===== config.mk =====
export PLATFORM = sky130hd
export DESIGN_NAME = battery_led_indicator_flat
export DESIGN_NICKNAME = d
export VERILOG_FILES = /design/src/design/bli_pkg.sv /design/src/design/bli_tick_if.sv /design/src/design/bli_led_if.sv /design/src/design/bli_cfg_regs.sv /design/src/design/bli_tick_logic.sv /design/src/design/battery_led_indicator.sv /design/src/flat_wrapper.sv
export SDC_FILE = /design/constraint.sdc
export NUM_CORES = 1
export LEC_CHECK = 0
export BUFFER_PORTS_ARGS = -buffer_cell sky130_fd_sc_hd__buf_4
export CAP_MARGIN = 20
export CORE_MARGIN = 8
export CORE_UTILIZATION = 60
export CTS_BUF_LIST = sky130_fd_sc_hd__clkbuf_4 sky130_fd_sc_hd__clkbuf_8
export DETAILED_ROUTE_END_ITERATION = 8
export MAX_ROUTING_LAYER = met4
export PLACE_DENSITY = 0.82
export REMOVE_ABC_BUFFERS = 1
export SLEW_MARGIN = 20
export SYNTH_ARGS = -nofsm -noshare
export SYNTH_HDL_FRONTEND = slang
export SYNTH_SLANG_ARGS = --single-unit

===== constraint.sdc =====
create_clock -name clk -period 4.4 [get_ports clk]
set_input_delay 0.44 -clock clk [delete_from_list [all_inputs] [get_ports clk]]
set_output_delay 0.44 -clock clk [all_outputs]
set_load 0.01 [all_outputs]

===== src/design/bli_pkg.sv =====
package bli_pkg;

    // Field widths
    localparam int LVL_W  = 7;
    localparam int CF_W   = 7;
    localparam int DF_W   = 2;
    localparam int CNT_W  = 8;
    localparam int TIME_W = 4;
    localparam int IDX_W  = 3;
    localparam int CODE_W = 4;
    localparam int LEV_W  = 6;
    localparam int CFG_INDEX_W = 3;
    localparam int CFG_DATA_W  = 4;

    // Configuration register indexes
    typedef enum logic [CFG_INDEX_W-1:0] {
        REG_ERR_EN = 3'd0,
        REG_BLINK  = 3'd1,
        REG_LONG   = 3'd2,
        REG_SHORT  = 3'd3,
        REG_PAUSE  = 3'd4
    } reg_index_t;

    // LED level bits
    localparam logic [LEV_W-1:0] LV_RED   = 6'h01;
    localparam logic [LEV_W-1:0] LV_GREEN = 6'h02;
    localparam logic [LEV_W-1:0] LV_B25   = 6'h04;
    localparam logic [LEV_W-1:0] LV_B50   = 6'h08;
    localparam logic [LEV_W-1:0] LV_B75   = 6'h10;
    localparam logic [LEV_W-1:0] LV_B100  = 6'h20;
    localparam logic [LEV_W-1:0] LV_BARS  = 6'h3C;

    // Charge level thresholds
    localparam logic [LVL_W-1:0] FULL_LEVEL = 7'd100;
    localparam logic [LVL_W-1:0] LEVEL_75   = 7'd75;
    localparam logic [LVL_W-1:0] LEVEL_50   = 7'd50;
    localparam logic [LVL_W-1:0] LEVEL_25   = 7'd25;

    // Error codes
    localparam logic [CODE_W-1:0] CODE_DIS_UVP = 4'd8;
    localparam logic [CODE_W-1:0] CODE_DIS_OCP = 4'd9;
    localparam logic [CODE_W-1:0] CODE_OTHER   = 4'hF;
    localparam logic [IDX_W-1:0]  CODE_BITS    = 3'd4;

    // Register reset values
    localparam logic              RST_ERR_EN = 1'b1;
    localparam logic [TIME_W-1:0] RST_BLINK  = 4'd5;
    localparam logic [TIME_W-1:0] RST_LONG   = 4'd6;
    localparam logic [TIME_W-1:0] RST_SHORT  = 4'd2;
    localparam logic [TIME_W-1:0] RST_PAUSE  = 4'd10;

    typedef struct packed {
        logic              err_en;
        logic [TIME_W-1:0] blink_period;
        logic [TIME_W-1:0] long_pulse;
        logic [TIME_W-1:0] short_pulse;
        logic [TIME_W-1:0] pause;
    } cfg_t;

    typedef struct packed {
        logic [TIME_W-1:0] blink_count;
        logic [CNT_W-1:0]  display_left;
        logic [TIME_W-1:0] pulse_count;
        logic [IDX_W-1:0]  code_bit_index;
        logic [LEV_W-1:0]  led_levels;
    } state_t;

    typedef struct packed {
        logic [LVL_W-1:0] charge_level;
        logic             charging;
        logic             lamp_switch;
        logic [CF_W-1:0]  charge_faults;
        logic [DF_W-1:0]  discharge_faults;
        logic             other_fault;
        logic             display_load;
        logic [CNT_W-1:0] display_count;
    } tick_t;

    typedef struct packed {
        logic lamp_led;
        logic red_led;
        logic green_led;
        logic bar_25;
        logic bar_50;
        logic bar_75;
        logic bar_100;
    } leds_t;

endpackage


===== src/design/bli_tick_if.sv =====
interface bli_tick_if;
    logic                        valid;
    logic                        ready;
    logic [bli_pkg::LVL_W-1:0]   charge_level;
    logic                        charging;
    logic                        lamp_switch;
    logic [bli_pkg::CF_W-1:0]    charge_faults;
    logic [bli_pkg::DF_W-1:0]    discharge_faults;
    logic                        other_fault;
    logic                        display_load;
    logic [bli_pkg::CNT_W-1:0]   display_count;

    modport source (
        output valid, charge_level, charging, lamp_switch, charge_faults,
               discharge_faults, other_fault, display_load, display_count,
        input  ready
    );
    modport sink (
        input  valid, charge_level, charging, lamp_switch, charge_faults,
               discharge_faults, other_fault, display_load, display_count,
        output ready
    );
endinterface


===== src/design/bli_led_if.sv =====
interface bli_led_if;
    logic valid;
    logic ready;
    logic lamp_led;
    logic red_led;
    logic green_led;
    logic bar_25;
    logic bar_50;
    logic bar_75;
    logic bar_100;

    modport source (
        output valid, lamp_led, red_led, green_led, bar_25, bar_50, bar_75, bar_100,
        input  ready
    );
    modport sink (
        input  valid, lamp_led, red_led, green_led, bar_25, bar_50, bar_75, bar_100,
        output ready
    );
endinterface


===== src/design/bli_cfg_regs.sv =====
module bli_cfg_regs (
    input  logic                              clk,
    input  logic                              rst_n,
    input  logic                              cfg_we,
    input  logic [bli_pkg::CFG_INDEX_W-1:0]   cfg_index,
    input  logic [bli_pkg::CFG_DATA_W-1:0]    cfg_wdata,
    output bli_pkg::cfg_t                     cfg
);

    bli_pkg::cfg_t cfg_reg;

    // Register file, written one register per beat
    always_ff @(posedge clk or negedge rst_n)
    begin
        if (!rst_n)
        begin
            cfg_reg.err_en       <= bli_pkg::RST_ERR_EN;
            cfg_reg.blink_period <= bli_pkg::RST_BLINK;
            cfg_reg.long_pulse   <= bli_pkg::RST_LONG;
            cfg_reg.short_pulse  <= bli_pkg::RST_SHORT;
            cfg_reg.pause        <= bli_pkg::RST_PAUSE;
        end
        else if (cfg_we)
        begin
            case (bli_pkg::reg_index_t'(cfg_index))
                bli_pkg::REG_ERR_EN: cfg_reg.err_en       <= cfg_wdata[0];
                bli_pkg::REG_BLINK:  cfg_reg.blink_period <= cfg_wdata;
                bli_pkg::REG_LONG:   cfg_reg.long_pulse   <= cfg_wdata;
                bli_pkg::REG_SHORT:  cfg_reg.short_pulse  <= cfg_wdata;
                bli_pkg::REG_PAUSE:  cfg_reg.pause        <= cfg_wdata;
                default: ;
            endcase
        end
    end

    assign cfg = cfg_reg;

endmodule


===== src/design/bli_tick_logic.sv =====
module bli_tick_logic (
    input  bli_pkg::cfg_t   cfg,
    input  bli_pkg::state_t state,
    input  bli_pkg::tick_t  tick,
    output bli_pkg::state_t state_next,
    output bli_pkg::leds_t  leds
);

    logic [bli_pkg::TIME_W:0]     blink_inc;
    logic [bli_pkg::TIME_W-1:0]   blink_new;
    logic [bli_pkg::CNT_W-1:0]    disp_left;
    logic                         fault_any;
    logic [bli_pkg::CODE_W-1:0]   err_code;
    logic [bli_pkg::TIME_W:0]     pause_inc;
    logic [bli_pkg::LEV_W-1:0]    lev;
    logic [bli_pkg::LEV_W-1:0]    chg_lev;
    logic [bli_pkg::LEV_W-1:0]    dis_lev;

    // Blink period counter
    always_comb
    begin
        blink_inc = {1'b0, state.blink_count} + 5'd1;
        if (blink_inc >= {1'b0, cfg.blink_period})
            blink_new = '0;
        else
            blink_new = blink_inc[bli_pkg::TIME_W-1:0];
    end

    // Priority encoder for the fault code, bit 0 of the charge faults first
    always_comb
    begin
        if (tick.discharge_faults[0])
            err_code = bli_pkg::CODE_DIS_UVP;
        else if (tick.discharge_faults[1])
            err_code = bli_pkg::CODE_DIS_OCP;
        else
            err_code = bli_pkg::CODE_OTHER;
        for (int b = bli_pkg::CF_W - 1; b >= 0; b--)
        begin
            if (tick.charge_faults[b])
                err_code = bli_pkg::CODE_W'(b + 1);
        end
    end

    assign fault_any = (tick.charge_faults != '0) || (tick.discharge_faults != '0)
                       || tick.other_fault;
    assign disp_left = tick.display_load ? tick.display_count : state.display_left;
    assign pause_inc = {1'b0, state.pulse_count} + 5'd1;
    assign lev       = state.led_levels;

    // Charging bar: top lit segment toggles on each update below full level; full level lights all bars and green
    always_comb
    begin
        if (tick.charge_level == bli_pkg::FULL_LEVEL)
            chg_lev = bli_pkg::LV_BARS | bli_pkg::LV_GREEN;
        else if (tick.charge_level >= bli_pkg::LEVEL_75)
            chg_lev = (lev & bli_pkg::LV_B100) ^ (bli_pkg::LV_B100 | bli_pkg::LV_B75
                      | bli_pkg::LV_B50 | bli_pkg::LV_B25 | bli_pkg::LV_RED);
        else if (tick.charge_level >= bli_pkg::LEVEL_50)
            chg_lev = (lev & bli_pkg::LV_B75) ^ (bli_pkg::LV_B75 | bli_pkg::LV_B50
                      | bli_pkg::LV_B25 | bli_pkg::LV_RED);
        else if (tick.charge_level >= bli_pkg::LEVEL_25)
            chg_lev = (lev & bli_pkg::LV_B50) ^ (bli_pkg::LV_B50 | bli_pkg::LV_B25
                      | bli_pkg::LV_RED);
        else
            chg_lev = (lev & bli_pkg::LV_B25) ^ (bli_pkg::LV_B25 | bli_pkg::LV_RED);
    end

    // Discharging bar: static
    always_comb
    begin
        if (tick.charge_level >= bli_pkg::LEVEL_75)
            dis_lev = bli_pkg::LV_BARS;
        else if (tick.charge_level >= bli_pkg::LEVEL_50)
            dis_lev = bli_pkg::LV_B25 | bli_pkg::LV_B50 | bli_pkg::LV_B75;
        else if (tick.charge_level >= bli_pkg::LEVEL_25)
            dis_lev = bli_pkg::LV_B25 | bli_pkg::LV_B50;
        else
            dis_lev = bli_pkg::LV_B25;
    end

    // Display mode selection and state update
    always_comb
    begin
        state_next              = state;
        state_next.blink_count  = blink_new;
        state_next.display_left = disp_left;

        if (fault_any && cfg.err_en)
        begin
            if (state.code_bit_index >= bli_pkg::CODE_BITS)
            begin
                // pause between code repeats
                state_next.led_levels = lev & ~bli_pkg::LV_RED;
                if (pause_inc >= {1'b0, cfg.pause})
                begin
                    state_next.pulse_count    = '0;
                    state_next.code_bit_index = '0;
                end
                else
                begin
                    state_next.pulse_count = pause_inc[bli_pkg::TIME_W-1:0];
                end
            end
            else if (state.pulse_count != '0)
            begin
                // pulse running
                state_next.pulse_count = state.pulse_count - 4'd1;
                if (state.pulse_count == 4'd1)
                begin
                    state_next.led_levels     = lev & ~bli_pkg::LV_RED;
                    state_next.code_bit_index = state.code_bit_index + 3'd1;
                end
            end
            else
            begin
                // start a pulse for the current code bit
                state_next.pulse_count = err_code[state.code_bit_index[1:0]]
                                         ? cfg.long_pulse : cfg.short_pulse;
                state_next.led_levels  = lev | bli_pkg::LV_RED;
            end
            state_next.led_levels = state_next.led_levels
                                    & ~(bli_pkg::LV_BARS | bli_pkg::LV_GREEN);
        end
        else if (tick.charging)
        begin
            if (blink_new == '0)
                state_next.led_levels = chg_lev;
        end
        else if (disp_left != '0)
        begin
            state_next.display_left = disp_left - 8'd1;
            state_next.led_levels   = dis_lev;
        end
        else
        begin
            state_next.led_levels = lev & ~bli_pkg::LV_BARS;
        end
    end

    // Result beat
    always_comb
    begin
        leds.lamp_led  = tick.lamp_switch;
        leds.red_led   = state_next.led_levels[0];
        leds.green_led = state_next.led_levels[1];
        leds.bar_25    = state_next.led_levels[2];
        leds.bar_50    = state_next.led_levels[3];
        leds.bar_75    = state_next.led_levels[4];
        leds.bar_100   = state_next.led_levels[5];
    end

endmodule


===== src/design/battery_led_indicator.sv =====
// A tick beat is held in the input register, then in the output register.
// Throughput: one tick per cycle; the input register advances whenever the
// output register is empty or being taken, so stalls come only from led_out.ready.
// Reset (rst_n, async, active low): LED levels and counters zero, no beat held,
// registers at defaults (error display on, blink 5, long 6, short 2, pause 10).
module battery_led_indicator (
    input  logic                              clk,
    input  logic                              rst_n,
    input  logic                              cfg_we,
    input  logic [bli_pkg::CFG_INDEX_W-1:0]   cfg_index,
    input  logic [bli_pkg::CFG_DATA_W-1:0]    cfg_wdata,
    bli_tick_if.sink                          tick_in,
    bli_led_if.source                         led_out
);

    bli_pkg::cfg_t   cfg;
    bli_pkg::tick_t  in_data_reg;
    logic            in_valid_reg;
    bli_pkg::state_t state_reg;
    bli_pkg::state_t state_next;
    bli_pkg::leds_t  leds_next;
    bli_pkg::leds_t  out_data_reg;
    logic            out_valid_reg;
    logic            advance;
    logic            in_take;

    bli_cfg_regs u_cfg (
        .clk       (clk),
        .rst_n     (rst_n),
        .cfg_we    (cfg_we),
        .cfg_index (cfg_index),
        .cfg_wdata (cfg_wdata),
        .cfg       (cfg)
    );

    bli_tick_logic u_logic (
        .cfg        (cfg),
        .state      (state_reg),
        .tick       (in_data_reg),
        .state_next (state_next),
        .leds       (leds_next)
    );

    // Pipeline control
    assign advance       = in_valid_reg && (!out_valid_reg || led_out.ready);
    assign tick_in.ready = !in_valid_reg || advance;
    assign in_take       = tick_in.valid && tick_in.ready;

    // Input and output register valid and display state
    always_ff @(posedge clk or negedge rst_n)
    begin
        if (!rst_n)
        begin
            in_valid_reg  <= 1'b0;
            out_valid_reg <= 1'b0;
            state_reg     <= '0;
        end
        else
        begin
            if (in_take)
                in_valid_reg <= 1'b1;
            else if (advance)
                in_valid_reg <= 1'b0;

            if (advance)
                out_valid_reg <= 1'b1;
            else if (led_out.ready)
                out_valid_reg <= 1'b0;

            if (advance)
                state_reg <= state_next;
        end
    end

    // Payload registers
    always_ff @(posedge clk)
    begin
        if (in_take)
        begin
            in_data_reg.charge_level     <= tick_in.charge_level;
            in_data_reg.charging         <= tick_in.charging;
            in_data_reg.lamp_switch      <= tick_in.lamp_switch;
            in_data_reg.charge_faults    <= tick_in.charge_faults;
            in_data_reg.discharge_faults <= tick_in.discharge_faults;
            in_data_reg.other_fault      <= tick_in.other_fault;
            in_data_reg.display_load     <= tick_in.display_load;
            in_data_reg.display_count    <= tick_in.display_count;
        end
        if (advance)
            out_data_reg <= leds_next;
    end

    // Result beat
    assign led_out.valid     = out_valid_reg;
    assign led_out.lamp_led  = out_data_reg.lamp_led;
    assign led_out.red_led   = out_data_reg.red_led;
    assign led_out.green_led = out_data_reg.green_led;
    assign led_out.bar_25    = out_data_reg.bar_25;
    assign led_out.bar_50    = out_data_reg.bar_50;
    assign led_out.bar_75    = out_data_reg.bar_75;
    assign led_out.bar_100   = out_data_reg.bar_100;

endmodule


===== src/flat_wrapper.sv =====
// flat-port wrapper written by rule: the top's interface ports become plain ports
module battery_led_indicator_flat 
  (clk, rst_n, cfg_we, cfg_index, cfg_wdata, tick_in_valid, tick_in_charge_level, tick_in_charging, tick_in_lamp_switch, tick_in_charge_faults, tick_in_discharge_faults, tick_in_other_fault, tick_in_display_load, tick_in_display_count, tick_in_ready, led_out_valid, led_out_lamp_led, led_out_red_led, led_out_green_led, led_out_bar_25, led_out_bar_50, led_out_bar_75, led_out_bar_100, led_out_ready);
  bli_tick_if tick_in_i ();
  bli_led_if led_out_i ();
  input  logic clk;
  input  logic rst_n;
  input  logic cfg_we;
  input  logic [bli_pkg::CFG_INDEX_W-1:0] cfg_index;
  input  logic [bli_pkg::CFG_DATA_W-1:0] cfg_wdata;
  input wire logic [$bits(tick_in_i.valid)-1:0] tick_in_valid;
  input wire logic [$bits(tick_in_i.charge_level)-1:0] tick_in_charge_level;
  input wire logic [$bits(tick_in_i.charging)-1:0] tick_in_charging;
  input wire logic [$bits(tick_in_i.lamp_switch)-1:0] tick_in_lamp_switch;
  input wire logic [$bits(tick_in_i.charge_faults)-1:0] tick_in_charge_faults;
  input wire logic [$bits(tick_in_i.discharge_faults)-1:0] tick_in_discharge_faults;
  input wire logic [$bits(tick_in_i.other_fault)-1:0] tick_in_other_fault;
  input wire logic [$bits(tick_in_i.display_load)-1:0] tick_in_display_load;
  input wire logic [$bits(tick_in_i.display_count)-1:0] tick_in_display_count;
  output wire logic [$bits(tick_in_i.ready)-1:0] tick_in_ready;
  output wire logic [$bits(led_out_i.valid)-1:0] led_out_valid;
  output wire logic [$bits(led_out_i.lamp_led)-1:0] led_out_lamp_led;
  output wire logic [$bits(led_out_i.red_led)-1:0] led_out_red_led;
  output wire logic [$bits(led_out_i.green_led)-1:0] led_out_green_led;
  output wire logic [$bits(led_out_i.bar_25)-1:0] led_out_bar_25;
  output wire logic [$bits(led_out_i.bar_50)-1:0] led_out_bar_50;
  output wire logic [$bits(led_out_i.bar_75)-1:0] led_out_bar_75;
  output wire logic [$bits(led_out_i.bar_100)-1:0] led_out_bar_100;
  input wire logic [$bits(led_out_i.ready)-1:0] led_out_ready;
  assign tick_in_i.valid = tick_in_valid;
  assign tick_in_i.charge_level = tick_in_charge_level;
  assign tick_in_i.charging = tick_in_charging;
  assign tick_in_i.lamp_switch = tick_in_lamp_switch;
  assign tick_in_i.charge_faults = tick_in_charge_faults;
  assign tick_in_i.discharge_faults = tick_in_discharge_faults;
  assign tick_in_i.other_fault = tick_in_other_fault;
  assign tick_in_i.display_load = tick_in_display_load;
  assign tick_in_i.display_count = tick_in_display_count;
  assign tick_in_ready = tick_in_i.ready;
  assign led_out_valid = led_out_i.valid;
  assign led_out_lamp_led = led_out_i.lamp_led;
  assign led_out_red_led = led_out_i.red_led;
  assign led_out_green_led = led_out_i.green_led;
  assign led_out_bar_25 = led_out_i.bar_25;
  assign led_out_bar_50 = led_out_i.bar_50;
  assign led_out_bar_75 = led_out_i.bar_75;
  assign led_out_bar_100 = led_out_i.bar_100;
  assign led_out_i.ready = led_out_ready;
  battery_led_indicator u_core (.clk(clk), .rst_n(rst_n), .cfg_we(cfg_we), .cfg_index(cfg_index), .cfg_wdata(cfg_wdata), .tick_in(tick_in_i), .led_out(led_out_i));
endmodule

### Word-level counts from Yosys, hierarchy flattened

Cells that the tools add are included.
Widths: inputs -> output; s select.

| cells by class | value |
|---|---|
| add/subtract/negate cells | 5 |
| muxes and demuxes | 39 |
| order comparisons | 7 |
| reduce and logical (&&, ||, !) cells | 26 |
| bitwise operators | 4 |
| eq/ne operators | 7 |

Operators by type and width:

| cell | number |
|---|---|
| $mux 4 | 14 |
| $mux 6 | 8 |
| $mux 8 | 4 |
| $mux 13 | 1 |
| $reduce_and 2->1 | 6 |
| $add 4x1->5 const B | 2 |
| $ge 5x4->1 | 2 |
| $mux 5 | 2 |
| $reduce_bool 2->1 | 5 |
| $mux 3 | 3 |
| $mux 9 | 1 |
| $reduce_bool 8->1 | 1 |
| $sub 8x1->8 const B | 1 |
| $eq 7x7->1 const B | 1 |
| $ge 7x5->1 const B | 1 |
| $ge 7x6->1 const B | 1 |
| $ge 7x7->1 const B | 1 |
| $reduce_bool 7->1 | 1 |
| $eq 3x2->1 const B | 2 |
| $mux 1 | 5 |
| $not 5->5 | 1 |
| $reduce_and 5->1 | 1 |
| $eq 4x1->1 const B | 1 |
| $logic_not 4->1 | 1 |
| 16 further kinds | 22 |

| word-level totals | value |
|---|---|
| bits of input ports | 40 |
| register bits | 79 |

### Logic depth before layout (Yosys ltp)

Gate-level depths: netlist (run 1).

| depth | value |
|---|---|
| depth in word-level cells | 15 |
| depth in mapped cells | 10 |
| gate-level depth less buffers | 9 |

### By module

Synthesis (run 1) repeated with hierarchy kept, for this count alone.

| second synthesis, totals | value |
|---|---|
| cells, all modules | 348 |
| area, all modules | 4369.2 µm² |

By module, submodules not included:

| module | area each (µm²) | cells an instance | times used |
|---|---|---|---|
| battery_led_indicator | 2157.1 | 96 | 1 |
| bli_tick_logic | 1503.9 | 213 | 1 |
| bli_cfg_regs | 708.2 | 39 | 1 |

### Least setup slack after synthesis (run 1)

Ideal clock, no wire load.

| path | value |
|---|---|
| path kind | reg2reg |
| from | register u_core.state_reg[21] (netlist bit) |
| to | register u_core.out_data_reg, in the netlist u_core.led_out.bar_100 (data pin) |
| setup time | 0.268 ns |
| clock period less this slack | 2.630 ns |
| data arrival time | 2.362 ns |
| slack | 1.770 ns |
| data required time | 4.132 ns |
| stages on the path, launching flop included | 11 |
| cell sequence | dfrtp_1 -> ha_1 -> xor2_1 -> ha_1 -> a211oi_1 -> o21ai_0 -> a31oi_2 -> buf_4 -> mux2_2 -> a22oi_1 -> nor2_1 |

RTL lines:

| item | line | text |
|---|---|---|
| start: declaration | battery_led_indicator.sv:19 | `bli_pkg::state_t state_reg;` |
| start signal: assignment | battery_led_indicator.sv:71 | `state_reg <= state_next;` |
| end signal: assignment | battery_led_indicator.sv:90 | `out_data_reg <= leds_next;` |
| end: declaration | battery_led_indicator.sv:22 | `bli_pkg::leds_t out_data_reg;` |

==> metrics.md, run 1 <==
| Metric | Value |
|---|---|
| Type of element launching the critical path | `flop` |
| Sequential element share of the synthesized area | `around half` |
| Net load switching power | `roughly 930 uW` |
| Vias per inst | `5.93` |
| Hold/Removal Path Class | `in -> async` |
| Worst slew margin | `approximately 25%` |
| Combinational cell fraction of total power | `roughly a third` |
| Clock Root Buffer | `sky130_fd_sc_hd__clkbuf_8` |
| Final total power | `roughly 2700 uW` |
| Final RePlAce weighted congestion | `between 0.8 and 0.9` |
| DPL Wire Length | `between 6000 and 7000 um` |
| Buffer depth of the longest clock path | `2` |
| Clock transition at the registers of the reported paths | `approximately 80 ps` |
| Achievable Freq | `between 300 and 400 MHz` |
| Async set-reset flop share out of synthesis | `between 50% and 60%` |
| Average instance area after synthesis | `11.0 um2` |
| Initial core utilization | `just over 60%` |
| Die footprint | `~10000 um2` |
| Worst IR drop on VDD | `roughly 320 uV` |
| Final critical delay including setup and external delays | `a little over 3000 ps` |
| Number of flip-flops under the largest register name | `28` |
| Resized cells post-CTS | `0` |
| Post-synth top area share | `~25%` |
| Power share of the clock group | `24.6%` |
| Total count of hold-check failures in the final report | `0` |
| Post-detailed-routing wire length | `approximately 8800 um` |
| Combined area of the multi-input logic cells | `around 1900 um2` |
| Total Nets Final | `between 400 and 500` |
| Largest fanout on the critical path | `23` |
| Global-route wire length before repair | `~15000 um` |
| Fill cell total of the finished layout | `between 400 and 500` |
| Number of routed nets with antenna violations | `0` |
| Pin count of the biggest net entering global routing | `45` |
| Number of buffers inserted by port buffering | `48` |
| Top-Level Pins | `49` |
| Count of mapped cells out of synthesis | `about 380` |
| Status | `finished clean` |
| Syn Std Cell Area | `between 4000 and 5000 um2` |
| Share of power burned in registers | `41.2%` |
| Number of antenna violations at the first check in global routing | `0` |
| Row count | `30` |
| Vias post-DR | `3130` |
| Total Neg Setup Slack | `0 ps` |
| Std-Cell Core Area | `6790 um2` |
| Library cell with the highest instance count after synthesis | `sky130_fd_sc_hd__dfrtp_1` |
| Post-synthesis cell type with the largest combined area | `sky130_fd_sc_hd__edfxtp_1` |
| Setup skew after layout | `roughly 8 ps` |
| Mean routed wirelength per cell | `about 17 um` |
| Actual transition at the worst max-transition pin | `between 1000 and 1500 ps` |
| Max Cap Violations | `0` |
| Standby leakage power | `0.00198 uW` |
| Clock tree from TritonCTS | `done` |
| RSZ-0062 raised after global routing | `no` |
| Area of all sequential standard cells | `2160 um2` |
| Final setup viols | `0` |
| Pins over their slew limit | `0` |
| Crit Path Class | `reg -> reg` |
| All-layer global routing usage | `a little under a fifth` |
| Iteration-0 DRC count of the detailed router | `155` |
| Switching power share of the total | `a little over a third` |
| Ratio of total power to cell area | `about 550 nW/um2` |
| #FFs+latches synth | `~80` |
| Ratio of cells with drive above 1 in the final layout | `between 20% and 30%` |
| Area growth from synthesis to layout | `15.3%` |
| R2R Path Start | `u_core.in_data_reg[8]` |
| Number of warnings printed during yosys synthesis | `0` |
| EDFF count, synth | `35` |
| Ys flop type | `sky130_fd_sc_hd__dfrtp_1` |
| Overflow left after global routing | `0` |
| Vias in the first global route | `3148` |
| Detailed-routing iteration count for the pre-antenna-repair pass | `5` |
| Post-CTS repair timing setup buffer count | `0` |
| Final clock period utilization by the worst path | `between 60% and 70%` |
| Distinct cell type count after synthesis | `between 60 and 70` |
| CTS Buf Count | `9` |
| Die W | `99.6 um` |
| Launch point of the worst path | `u_core.in_data_reg[8]` |
| CP arrival | `about 3200 ps` |
| Cell types with the highest counts after synthesis | `sky130_fd_sc_hd__dfrtp_1 (36), sky130_fd_sc_hd__edfxtp_1 (35), sky130_fd_sc_hd__nand2_1 (33)` |
| Clock sinks | `79` |
| Internal cell power | `1730 uW` |
| Crit path capture type | `flop` |
| Ant diodes | `0` |
| Leading post-synthesis cells by cell area | `sky130_fd_sc_hd__edfxtp_1 (25%), sky130_fd_sc_hd__dfrtp_1 (21%), sky130_fd_sc_hd__mux2_2 (5.1%)` |
| Clock insertion delay at the later pin of the skew report | `350 ps` |
| Data required time at the worst endpoint | `about 4500 ps` |
| Die height | `about 100 um` |
| Hold_buf cts | `0` |
| Drc violations | `0` |
| Htree depth | `3` |
worst max-delay path: stages (launching register included):
cell and delay (ps):
sky130_fd_sc_hd__edfxtp_1 830, sky130_fd_sc_hd__mux2i_1 390, sky130_fd_sc_hd__ha_1 280, sky130_fd_sc_hd__o211ai_1 170, sky130_fd_sc_hd__or2_1 400, sky130_fd_sc_hd__o21ai_0 520
sky130_fd_sc_hd__a21o_1 160, sky130_fd_sc_hd__a21oi_1 50
final timing paths:
path                                      endpoint  slack (ps)  depth (start not counted)
max                          u_core.led_out.bar_50        1320                          7
min                           u_core.u_cfg.cfg[13]          70                          1
max reg2reg                  u_core.led_out.bar_50        1320                          7
min reg2reg                u_core.led_out.lamp_led         430                          0
max in group asynchronous     u_core.u_cfg.cfg[12]        3940                          1
min in group clk            u_core.in_data_reg[22]         260                          1
metal layers:
| metal | up-vias | global-route usage (%) | part of all wire [%] |
|---|---|---|---|
| li1 | 1486 | - | - |
| met2 | 113 | 32.3 | 52 |
| met5 | - | - | 0 |
| met1 | 1514 | 21.3 | 41 |
| met4 | 0 | 8.27 | 2.0 |
| met3 | 17 | 4.26 | 5.1 |
cell families (layout without fill, tap and decap cells):
family	Yosys count	after routing	synth area share (%)
mux	28	28	7.37
simple gates	123	123	15.7
compound gates	98	98	15.4
flops	79	79	51.5
fa+ha+maj	16	16	4.77
xor+xnor	9	9	1.88
buf+inv	28	79	3.37
layout make-up:
cell class	instances	area share [%]
flip-flops and latches	79	44.7
repair buffers	48	7.45
inverters	15	1.16
clock inverters	7	2.48
clock buffers	9	2.56
multi-input cells	274	39.1
well taps	96	2.48
per-stage QoR:
stage | utilization [%] | std cells | area, um2 | setup slack, ps | hold slack, ps
5_1_grt | 71.2 | 528 | 4840 | 1140 | 117
2_1_floorplan | - | 368 | 4110 | 1740 | 144
3_5_place_dp | 67.6 | 512 | 4590 | 1390 | 423
3_3_place_gp | 67.6 | 512 | 4590 | 1520 | 407
6_report | 71.2 | 528 | 4840 | 1320 | 72.3
4_1_cts | 71.2 | 528 | 4830 | 1380 | 84.2
power groups by stage:
stage / Sequential (uW) / Clock (uW) / Combinational (uW)
6_report: 1100 / 654 / 907
5_1_grt: 1120 / 692 / 1020
4_1_cts: 1090 / 667 / 904
3_5_place_dp: 1110 / 0 / 888
3_3_place_gp: 1100 / 0 / 841
2_1_floorplan: 1070 / 0 / 667
placed cells by master (no fill, tap or decap), types with 3 or more instances in the layout:
cell type                   netlist  final
sky130_fd_sc_hd__a31oi_1          3      3
sky130_fd_sc_hd__clkbuf_8         2      9
sky130_fd_sc_hd__mux2_2          19     19
sky130_fd_sc_hd__dfrtp_1         36     36
sky130_fd_sc_hd__nor3_1          10     10
sky130_fd_sc_hd__nor2_1          29     29
sky130_fd_sc_hd__nand3_1          5      5
sky130_fd_sc_hd__nand2_1         33     33
sky130_fd_sc_hd__nand2b_1         9      9
sky130_fd_sc_hd__buf_4            1     48
sky130_fd_sc_hd__nor2b_1          5      5
sky130_fd_sc_hd__bufinv_16        0      3
sky130_fd_sc_hd__nor3b_1          4      4
sky130_fd_sc_hd__mux2i_1          8      8
sky130_fd_sc_hd__xnor2_1          5      5
sky130_fd_sc_hd__o21ai_0         30     30
sky130_fd_sc_hd__edfxtp_1        35     35
sky130_fd_sc_hd__ha_1            16     16
sky130_fd_sc_hd__a21oi_1         27     27
sky130_fd_sc_hd__o21ai_1          3      3
sky130_fd_sc_hd__dfstp_2          8      8
sky130_fd_sc_hd__xor2_1           4      4
sky130_fd_sc_hd__o22ai_1          4      4
sky130_fd_sc_hd__a22o_1           3      3
sky130_fd_sc_hd__or3_1            5      5
sky130_fd_sc_hd__inv_1           15     15
No activity file was read; power rests on OpenSTA's default activity.
==> run 2: changes to the inputs <==
==> constraint.sdc (replaced) <==
create_clock -name clk -period 3.1 [get_ports clk]
set_input_delay 0.31 -clock clk [delete_from_list [all_inputs] [get_ports clk]]
set_output_delay 0.31 -clock clk [all_outputs]
set_load 0.01 [all_outputs]
==> metrics.md, run 2 (synthesized netlist as in run 1, its figures left out) <==
| Metric | Value |
|---|---|
| Type of element launching the critical path | `flop` |
| CTS Buf Count | `9` |
| Final setup viols | `0` |
| Crit path capture type | `flop` |
| Placed cell count | `~520` |
| Die footprint | `about 10000 um2` |
| Std-Cell Core Area | `between 6000 and 7000 um2` |
| Hold slack | `about 130 ps` |
| Total Neg Setup Slack | `0 ps` |
| Row count | `30` |
| Initial core utilization | `about three fifths` |
| Drc violations | `0` |
| Critical path's top delay family | `compound AO/OA/AOI/OAI gates` |
| Die W | `between 90 and 100 um` |
| Pins over their slew limit | `0` |
| Resized cells post-CTS | `0` |
| Global-route wire length before repair | `roughly 14000 um` |
| Number of buffers inserted by port buffering | `between 40 and 50` |
| Post-Layout Cell Count | `between 500 and 600` |
| Routed length on met2 | `roughly 4300 um` |
| Worst slew margin | `between 50 and 60%` |
| Crit Path Class | `reg -> reg` |
| Actual transition at the worst max-transition pin | `747 ps` |
| Number of flip-flops under the largest register name | `28` |
| Post-detailed-routing wire length | `approximately 8500 um` |
| Area growth from synthesis to layout | `15.0%` |
| Top-Level Pins | `49` |
| Data required time at the worst endpoint | `~3200 ps` |
| Clock tree from TritonCTS | `done` |
| Ratio of total power to cell area | `roughly 740 nW/um2` |
| Htree depth | `3` |
| Vias post-DR | `3097` |
| Die height | `roughly 100 um` |
| Number of routed nets with antenna violations | `0` |
| Ant diodes | `0` |
| Final critical delay including setup and external delays | `approximately 2800 ps` |
| Most frequent cells in the layout | `sky130_fd_sc_hd__buf_4 (54), sky130_fd_sc_hd__dfrtp_1 (36), sky130_fd_sc_hd__edfxtp_1 (35), sky130_fd_sc_hd__nand2_1 (33), sky130_fd_sc_hd__o21ai_0 (30)` |
| RSZ-0062 raised after global routing | `no` |
| All-layer global routing usage | `a little under a fifth` |
| Standby leakage power | `about 0.002 uW` |
| Achievable Freq | `between 300 and 400 MHz` |
| Status | `finished clean` |
| Worst path max stage delay | `approximately 460 ps` |
| Largest fanout on the critical path | `15` |
| Max Cap Violations | `0` |
| Iteration-0 DRC count of the detailed router | `~110` |
| Total Nets Final | `490` |
| Cell-by-cell trace of the critical path | `ha_1, xor2_1, ha_1, a211oi_1, o21ai_0, a31oi_2, buf_4, mux2_2, a22oi_1, nor2_1` |
| Clock sinks | `79` |
| Detailed-routing iteration count for the pre-antenna-repair pass | `4` |
| DPL Wire Length | `between 6000 and 7000 um` |
| Final core utilization | `between 70 and 80%` |
| Worst IR drop on VDD | `approximately 370 uV` |
| CP arrival | `roughly 2900 ps` |
| Overflow left after global routing | `0` |
| Worst path slowest cell | `sky130_fd_sc_hd__dfrtp_1` |
| Most frequent cell on the critical path | `sky130_fd_sc_hd__ha_1` |
| Hold/Removal Path Class | `in -> reg` |
| Buffer depth of the longest clock path | `2` |
| Number of antenna violations at the first check in global routing | `0` |
| Wire length on met1 | `between 3000 and 4000 um` |
| Final total power | `approximately 3600 uW` |
| Pin count of the biggest net entering global routing | `45` |
| Clock Root Buffer | `sky130_fd_sc_hd__clkbuf_8` |
| Vias in the first global route | `3101` |
| Clock insertion delay at the later pin of the skew report | `350 ps` |
| Setup skew after layout | `between 7 and 8 ps` |
| Routed met3 length | `about 300 um` |
| Ratio of cells with drive above 1 in the final layout | `between 20% and 30%` |
| Final RePlAce weighted congestion | `around 0.85` |
| Clock transition at the registers of the reported paths | `about 90 ps` |
| Fill cell total of the finished layout | `between 500 and 600` |
| Final clock period utilization by the worst path | `roughly 90%` |
| Uppermost layer routed | `met4` |
| Critical path buffers and inverters | `1` |
| Leading cell type in the layout, fill and taps excluded | `sky130_fd_sc_hd__buf_4` |
| Mean routed wirelength per cell | `15.8 um` |
| Vias per inst | `~5.8` |
| Total count of hold-check failures in the final report | `0` |
-- run 2: cell count changes in the layout (fill, tap and decap cells not counted), sizes merged --
cell,change
buf,+6
bufinv,-3
inv,+2
clkinv,+1
dlygate4sd3,+1
-- run 2: timing repair --
| action | CTS | global route |
|---|---|---|
| endpoints found under the hold margin | 36 | 0 |
| hold buffers | 1 | 0 |
| buffers inserted | 0 | 0 |
-- run 2: cell type report --
type	count	area (um2)	share of cell area [%]
Clock inverter	7	55.1	1.14
Sequential cell	79	2160	44.8
Inverter	15	56.3	1.17
Tap cell	96	120	2.49
Clock buffer	9	124	2.57
Multi-Input combinational cell	274	1890	39.2
Timing Repair Buffer	55	415	8.61
-- run 2: path summary, 6_finish.rpt --
path | from | to | slack [ps] | depth (start not counted)
worst max-delay path | u_core.state_reg[21] | u_core.led_out.bar_100 | 310 | 10
worst min-delay path | tick_in_charge_level[6] | u_core.in_data_reg[27] | 130 | 1
worst max register to register | u_core.state_reg[21] | u_core.led_out.bar_100 | 310 | 10
worst min register to register | u_core.in_data_reg[19] | u_core.led_out.lamp_led | 440 | 0
max in group asynchronous | rst_n | u_core.state_reg[19] | 2220 | 2
min in group asynchronous | rst_n | u_core.u_cfg.cfg[13] | 480 | 2
-- run 2: through the flow --
| step | setup slack (ps) | area [um2] |
|---|---|---|
| finish | 306 | 4820 |
| global route | 166 | 4820 |
| CTS | 364 | 4820 |
| detailed placement | 392 | 4640 |
| global placement | 499 | 4640 |
| floorplan | 443 | 4110 |
-- run 2: metal layers --
metal	GRT usage [%]	vias to the layer above
li1	-	1500
met1	21.1	1519
met2	30.6	65
met3	3.49	13
met4	7.45	0
met5	-	-
-- run 2: worst register-to-register path, delay by kind of cell, from the launching register on --
kind	cells	cell delay, ps
simple gates	1	70
buf+inv	1	230
compound gates	4	760
mux	1	350
flops	1	460
xor+xnor	1	180
fa+ha+maj	2	490
-- run 2: power breakdown --
| group | leakage, uW | switching (uW) | internal, uW |
|---|---|---|---|
| Sequential | 0.000855 | 213 | 1340 |
| Combinational | 0.00104 | 688 | 610 |
| Clock | 0.0000883 | 408 | 299 |
| Total | 0.00198 | 1310 | 2250 |
==> run 3: changes to the inputs <==
--- a/config.mk
+++ b/config.mk
@@ -12,9 +12,11 @@
 export CTS_BUF_LIST = sky130_fd_sc_hd__clkbuf_4 sky130_fd_sc_hd__clkbuf_8
 export DETAILED_ROUTE_END_ITERATION = 8
 export MAX_ROUTING_LAYER = met4
-export PLACE_DENSITY = 0.82
+export PLACE_DENSITY = 0.81
 export REMOVE_ABC_BUFFERS = 1
+export SKIP_CTS_REPAIR_TIMING = 1
 export SLEW_MARGIN = 20
 export SYNTH_ARGS = -nofsm -noshare
 export SYNTH_HDL_FRONTEND = slang
+export SYNTH_HIERARCHICAL = 1
 export SYNTH_SLANG_ARGS = --single-unit
==> metrics.md, run 3 <==
| Metric | Value |
|---|---|
| Library cell with the highest instance count after synthesis | `sky130_fd_sc_hd__dfrtp_1` |
| CTS Buf Count | `9` |
| Total Neg Setup Slack | `0 ps` |
| Crit Path Class | `reg -> reg` |
| Number of routed nets with antenna violations | `0` |
| Leading cell type in the layout, fill and taps excluded | `sky130_fd_sc_hd__buf_4` |
| Iteration-0 DRC count of the detailed router | `around 150` |
| Ratio of cells with drive above 1 in the final layout | `34.3%` |
| Data required time at the worst endpoint | `3340 ps` |
| Total count of hold-check failures in the final report | `0` |
| Pins over their slew limit | `0` |
| CP arrival | `just over 3000 ps` |
| Row count | `31` |
| Cell area after layout | `4980 um2` |
| Number of buffers inserted by port buffering | `48` |
| Largest fanout on the critical path | `6` |
| Combined area of the multi-input logic cells | `slightly above 2000 um2` |
| Htree depth | `3` |
| Final clock period utilization by the worst path | `around nine tenths` |
| Area after DPL | `~4800 um2` |
| EDFF count, synth | `35` |
| Total Nets Final | `450` |
| Number of cell instances on the worst register-to-register path | `9` |
| All-layer global routing usage | `between 15 and 20%` |
| Max Cap Violations | `0` |
| Post-synthesis cell type with the largest combined area | `sky130_fd_sc_hd__edfxtp_1` |
| Number of antenna violations at the first check in global routing | `0` |
| Ratio of total power to cell area | `roughly 770 nW/um2` |
| Drc violations | `0` |
| Setup skew after layout | `~13 ps` |
| Post-detailed-routing wire length | `8000 um` |
| Distinct cell type count after synthesis | `69` |
| Count of mapped cells out of synthesis | `348` |
| Most frequent cells in the layout | `sky130_fd_sc_hd__buf_4 (50), sky130_fd_sc_hd__dfrtp_1 (36), sky130_fd_sc_hd__edfxtp_1 (35), sky130_fd_sc_hd__mux2_4 (23)` |
| Clock insertion delay at the later pin of the skew report | `between 300 and 400 ps` |
| Standby leakage power | `around 0.0021 uW` |
| Clock transition at the registers of the reported paths | `80 ps` |
| Clock sinks | `a little under 80` |
| Vias in the first global route | `2919` |
| Async set-reset flop share out of synthesis | `a little under three fifths` |
| Syn Std Cell Area | `about 4400 um2` |
| Worst slew margin | `between 50% and 60%` |
| Post-synth top area share | `between 20% and 30%` |
| RSZ-0062 raised after global routing | `no` |
| Area of all sequential standard cells | `2160 um2` |
| Place WS | `around 320 ps` |
| Vias per inst | `around 5.7` |
| Crit path capture type | `flop` |
| Clock tree from TritonCTS | `done` |
| Worst IR drop on VDD | `~500 uV` |
| Pin count of the biggest net entering global routing | `45` |
| Number of flip-flops under the largest register name | `28` |
| Initial core utilization | `between 60% and 70%` |
| Die height | `101 um` |
| Die W | `101 um` |
| Final critical delay including setup and external delays | `~2800 ps` |
| Ys flop type | `sky130_fd_sc_hd__dfrtp_1` |
| Global-route wire length before repair | `between 10000 and 15000 um` |
| Final core utilization | `69.7%` |
| Final RePlAce weighted congestion | `about 0.85` |
| Leading post-synthesis cells by cell area | `sky130_fd_sc_hd__edfxtp_1 (24%), sky130_fd_sc_hd__dfrtp_1 (21%), sky130_fd_sc_hd__mux2_4 (7.9%)` |
| Achievable Freq | `between 300 and 400 MHz` |
| Cell depth of the worst min-delay path | `1` |
| Area growth from synthesis to layout | `13.9%` |
| Mean routed wirelength per cell | `16.1 um` |
| Die footprint | `10300 um2` |
| Top-Level Pins | `49` |
| #FFs+latches synth | `79` |
| Hold/Removal Path Class | `in -> reg` |
| Vias post-DR | `between 2000 and 3000` |
| Fill cell total of the finished layout | `537` |
| DPL Wire Length | `between 5000 and 6000 um` |
| Actual transition at the worst max-transition pin | `601 ps` |
| Number of warnings printed during yosys synthesis | `6` |
| Ant diodes | `0` |
| Buffer depth of the longest clock path | `2` |
| Type of element launching the critical path | `flop` |
| Clock Root Buffer | `sky130_fd_sc_hd__clkbuf_8` |
| Overflow left after global routing | `0` |
| Sequential element share of the synthesized area | `a little under 50%` |
| Std-Cell Core Area | `7140 um2` |
| Final setup viols | `0` |
| Detailed-routing iteration count for the pre-antenna-repair pass | `4` |
| Average instance area after synthesis | `around 13 um2` |
| Minimum setup slack in the final design | `293 ps` |
| Status | `finished clean` |
| Cell types with the highest counts after synthesis | `sky130_fd_sc_hd__dfrtp_1 (36), sky130_fd_sc_hd__edfxtp_1 (35), sky130_fd_sc_hd__mux2_4 (23)` |
## run 3: changes by cell type in the layout (fill, tap and decap cells not counted), moves of 4 or more
cell	change
sky130_fd_sc_hd__nand2_1	-18
sky130_fd_sc_hd__mux2_4	+22
sky130_fd_sc_hd__a21oi_1	-17
sky130_fd_sc_hd__o21ai_0	-22
sky130_fd_sc_hd__buf_4	-4
sky130_fd_sc_hd__inv_1	+4
sky130_fd_sc_hd__mux2i_1	+6
sky130_fd_sc_hd__nor2_1	-10
## run 3: layout make-up
class / instances / share of cell area [%]
clock buffer: 12 / 2.94
sequential: 79 / 43.4
multi-input combinational: 234 / 40.9
clock inverter: 4 / 1.08
tap: 99 / 2.49
inverter: 19 / 1.43
timing repair buffer: 51 / 7.74
## run 3: per-stage QoR
stage	total power (uW)	cells	hold WS, ps
after floorplan	2690	332	14.4
after global placement	3010	481	340
after detailed placement	3080	481	344
after CTS	3860	497	-40.0
after global routing	4120	498	111
final	3850	498	130
## run 3: path summary, 6_finish.rpt
kind | start | endpoint | slack (ps)
max | u_core/state_reg[21] | u_core/state_reg[5] | 290
min | tick_in_display_count[7] | u_core/in_data_reg[7] | 130
max reg2reg | u_core/state_reg[21] | u_core/state_reg[5] | 290
min reg2reg | u_core/in_data_reg[19] | u_core/led_out.lamp_led | 420
max in group asynchronous | rst_n | u_core/u_cfg/cfg[8] | 2220
min in group asynchronous | rst_n | u_core/state_reg[11] | 490
## run 3: report_power, final
group / internal, uW / switching [uW] / leakage (uW)
clock: 405 / 374 / 0.000106
combinational: 745 / 719 / 0.00116
sequential: 1360 / 245 / 0.000861
## run 3: cell families after synthesis
| group | share of synthesized area (%) |
|---|---|
| AOI/OAI and AO/OA | 10.0 |
| xor gates and xnor gates | 1.60 |
| adders and majority gates | 4.58 |
| buffers and inverters | 3.98 |
| DFF | 49.5 |
| muxes | 16.5 |
| and+or+nand+nor | 13.8 |
## run 3: metal layers
metal  wire length [um]  track usage, %  up-vias  share of wire (%)
li1                   -               -     1373                  -
met1               3580            19.8     1406                 45
met2               3970            28.3       65                 50
met3                309            3.44       10                3.9
met4                138            7.45        0                1.7
met5                  0               -        -                  0
## run 3: critical path: stages (launching register included)
cell and delay, ps:
sky130_fd_sc_hd__dfrtp_1 430, sky130_fd_sc_hd__ha_1 270, sky130_fd_sc_hd__xor2_1 200, sky130_fd_sc_hd__ha_1 260
sky130_fd_sc_hd__o21ai_0 260, sky130_fd_sc_hd__o21ai_2 160, sky130_fd_sc_hd__nor2_1 360, sky130_fd_sc_hd__o31ai_1 130
sky130_fd_sc_hd__a221o_1 350, sky130_fd_sc_hd__mux2_4 270
